File: src/sv/idpm_pkg.sv
// ----------------------------------------------------------------------------
// idpm_pkg
// Shared types, widths and codes for the interval domain point membership
// block.
// ----------------------------------------------------------------------------
`default_nettype none

package idpm_pkg;

    localparam int COORD_W   = 16;
    localparam int OFF_W     = 10;
    localparam int SLOT_W    = 4;
    localparam int CNT_IN_W  = 5;
    localparam int OP_W      = 2;
    localparam int KIND_W    = 2;
    localparam int ERR_W     = 2;
    localparam int CFG_IDX_W = 3;
    localparam int ENTRY_W   = 2 * COORD_W;

    localparam logic [OP_W-1:0] OP_WR_IVL = 2'd0;
    localparam logic [OP_W-1:0] OP_WR_CNT = 2'd1;
    localparam logic [OP_W-1:0] OP_QUERY  = 2'd2;

    localparam logic [KIND_W-1:0] KIND_RECT = 2'd0;
    localparam logic [KIND_W-1:0] KIND_IVL  = 2'd1;

    localparam logic [ERR_W-1:0] ERR_NONE = 2'd0;
    localparam logic [ERR_W-1:0] ERR_KIND = 2'd1;
    localparam logic [ERR_W-1:0] ERR_LINE = 2'd2;

    localparam logic [CFG_IDX_W-1:0] CFG_LINE_FIRST  = 3'd0;
    localparam logic [CFG_IDX_W-1:0] CFG_LINE_LAST   = 3'd1;
    localparam logic [CFG_IDX_W-1:0] CFG_COL_FIRST   = 3'd2;
    localparam logic [CFG_IDX_W-1:0] CFG_COL_LAST    = 3'd3;
    localparam logic [CFG_IDX_W-1:0] CFG_DOMAIN_KIND = 3'd4;

    typedef struct packed {
        logic signed [COORD_W-1:0] line_first;
        logic signed [COORD_W-1:0] line_last;
        logic signed [COORD_W-1:0] col_first;
        logic signed [COORD_W-1:0] col_last;
        logic [KIND_W-1:0]         domain_kind;
    } t_cfg;

endpackage

`default_nettype wire

File: src/sv/idpm_cfg.sv
// ----------------------------------------------------------------------------
// idpm_cfg
// Configuration registers: bounding box and domain kind.
// ----------------------------------------------------------------------------
`default_nettype none

module idpm_cfg (
    input  wire logic                              i_clk,
    input  wire logic                              i_rst_n,
    input  wire logic                              i_we,
    input  wire logic [idpm_pkg::CFG_IDX_W-1:0]    i_idx,
    input  wire logic [idpm_pkg::COORD_W-1:0]      i_data,
    output idpm_pkg::t_cfg                         o_cfg
);

    idpm_pkg::t_cfg r_cfg;

    always_ff @(posedge i_clk) begin
        if (!i_rst_n) begin
            r_cfg <= '0;
        end else if (i_we) begin
            case (i_idx)
                idpm_pkg::CFG_LINE_FIRST:  r_cfg.line_first  <= i_data;
                idpm_pkg::CFG_LINE_LAST:   r_cfg.line_last   <= i_data;
                idpm_pkg::CFG_COL_FIRST:   r_cfg.col_first   <= i_data;
                idpm_pkg::CFG_COL_LAST:    r_cfg.col_last    <= i_data;
                idpm_pkg::CFG_DOMAIN_KIND: r_cfg.domain_kind <= i_data[idpm_pkg::KIND_W-1:0];
                default: ;
            endcase
        end
    end

    assign o_cfg = r_cfg;

endmodule

`default_nettype wire

File: config.mk
export PLATFORM = sky130hd
export DESIGN_NAME = idpm_cfg
export DESIGN_NICKNAME = d
export VERILOG_FILES = /design/src/sv/idpm_pkg.sv /design/src/sv/idpm_cfg.sv
export SDC_FILE = /design/constraint.sdc
export NUM_CORES = 1
export LEC_CHECK = 0
export ABC_AREA = 0
export BUFFER_PORTS_ARGS = -buffer_cell sky130_fd_sc_hd__buf_2
export CAP_MARGIN = 5
export CORE_ASPECT_RATIO = 0.6
export CORE_MARGIN = 2
export CORE_UTILIZATION = 53
export DETAILED_ROUTE_END_ITERATION = 16
export PLACE_DENSITY = 0.91
export RECOVER_POWER = 100
export SLEW_MARGIN = 40
export SYNTH_ARGS = -nofsm -noshare
export SYNTH_HDL_FRONTEND = slang
export SYNTH_SLANG_ARGS = --single-unit
File: constraint.sdc
create_clock -name i_clk -period 1.45 [get_ports i_clk]
set_input_delay 0 -clock i_clk [delete_from_list [all_inputs] [get_ports i_clk]]
set_output_delay 0 -clock i_clk [all_outputs]
set_load 0.005 [all_outputs]
==> impl_metrics.ini <==
[drt]
first_pass_iters = 4
drc = 0
routedWlPerCell_um = 14.35
avgViaCountPerCell = 4.955
drt_iter0_drc = 68
vias = 1997
routed_wl_um = 5783
ant_nets = 0

[worst_setup_path]
cp.arrival_ps = 1230
worstSetupStartpointType = primary input
path_max_fanout = 16
endpoint_kind = flip-flop
cp.required_ps = 1710
worstSetupPathType = primary input to flip-flop

[yosys]
synth-warning-count = 0
avgSynthCellArea_um2 = 10.52
synth_cell_type_count = 14
yosys.area.top_type_share = 0.5320
syn_inst = 236
syn_area_um2 = 2484
synthTopCellsByArea = dfxtp_1 53%, mux2i_1 27%, nand2_1 12%
synth-seq-cells = 66
yosysTopAreaCell = dfxtp_1
syn_nets = 258
ys_seq_area_frac = 0.5320

[run_status]
status = finished, final reports clean

[placement]
hpwl_um = 3817
gp_congestion = 0.7380
io_buffers = 87
place_ws_ps = 384.6
place_inst = 375

[pwr]
leakage_nw = 1.525
p_per_area_nw_per_um2 = 1149
irDropWorstVdd_uv = 670.4

[grt]
overflow = 0
grt_max_degree = 47
first_global_vias = 1933
grtUsageTotal = 0.2343
grt_pass1_wl_um = 9328
antenna_found_initial = 0

[finish]
seqCellArea_um2 = 1321
n_fill_cell = 375
stdcell_count = 403
multi_input_area_um2 = 1022
layout_commonest_cell = nand2_1
nets = 357
diodes = 0
final_cell_mix = 82 x nand2_1, 66 x mux2i_1, 66 x dfxtp_1
syn2layout_area_growth_pct = 28.77
layout-drive-gt1-share = 0.2265
largest_register_ffs = 66

[clocking]
numCtsBuffers = 9
htreeDepth = 3
clockRootBuffer = clkbuf_8
clock-sinks = 66
post_cts_resized = 0
clkLatencyLatePin_ps = 340
cts.path.max_buffers = 2
cts_tree = done
clk_pin_slew_ps = 70

[floorplanning]
ios = 88
start_util = 0.5470
core_um2 = 4541
die_w_um = 92.38
fp.dieH_um = 57.03
rows = 19
die_area_um2 = 5268

[sta]
skew_ps = 0
rsz0062_at_grt = no
relSlewSlack = 0.6005
hold_violations = 0
worstMarginPinSlew_ps = 599.3
fmax_mhz = 1027
timing.final.ws_setup_ps = 476.2
finalCritPeriodShare = 0.6716
min_period_ps = 973.8
whs_ps = 22.28
finalSetupViolations = 0
finalMaxSlewViolations = 0
tns_ps = 0

[run]
cap_viol_max_count = 0

[min_path]
hold_path_class = primary input to flip-flop
## worst paths after layout
kind                            slack [ps]      start  cells after the start        end
worst max-delay path                   480   i_idx[0]                      4  o_cfg[60]
worst min-delay path                    20  i_data[6]                      3  o_cfg[24]
worst max register to register         810  o_cfg[60]                      2  o_cfg[60]
worst min register to register         460  o_cfg[34]                      2  o_cfg[34]
## cell type report
cell class / instances / share of cell area
repair buffers: 105 / 0.1808
multi-input cells: 153 / 0.3196
clock buffers: 14 / 0.05086
well taps: 63 / 0.02465
flip-flops and latches: 66 / 0.4131
clock inverters: 2 / 0.01095
## critical path: stages
cell      delay (ps)
clkbuf_1         120
nor4b_1          320
clkbuf_2         520
mux2i_1          280
## cells by family (layout without fill, tap and decap cells)
logic type,after synthesis,in the layout,share of synthesized area
buf+inv,17,121,0.05390
flops,66,66,0.5320
mux,66,66,0.2660
simple gates,87,87,0.1481
## power by group
group,switching (mW),internal (mW)
Clock,0.653,0.888
Combinational,0.140,0.121
Sequential,0.0210,1.85
## cell usage after synthesis
master,count
nand2_1,82
dfxtp_1,66
mux2i_1,66
clkbuf_1,5
buf_2,3
buf_4,3
buf_6,3
buf_12,2
and4bb_1,1
and4bb_2,1
buf_1,1
nand4b_1,1
nand4bb_1,1
nor4b_2,1
## metal layers
metal  wire [um]  share of wire  track usage
met1        2567           0.44       0.2790
met2        2681           0.46       0.3681
met3         450          0.078       0.1017
met4          82          0.014       0.1151
met5           0              0            0
## stage by stage
step | area, um2 | util | total power [mW]
final | 3198 | 0.7043 | 3.676
after global routing | 3198 | 0.7043 | 3.807
after CTS | 3261 | 0.7181 | 3.719
after global placement | 2943 | 0.6481 | 2.150
after detailed placement | 2943 | 0.6481 | 2.158
after floorplan | 2484 | - | 2.052
## repair_timing
action | CTS | global route
hold buffers | 12 | 0
hold endpoints to repair | 38 | 0
setup buffers | 0 | 0
No activity file was read; power rests on OpenSTA's default activity.
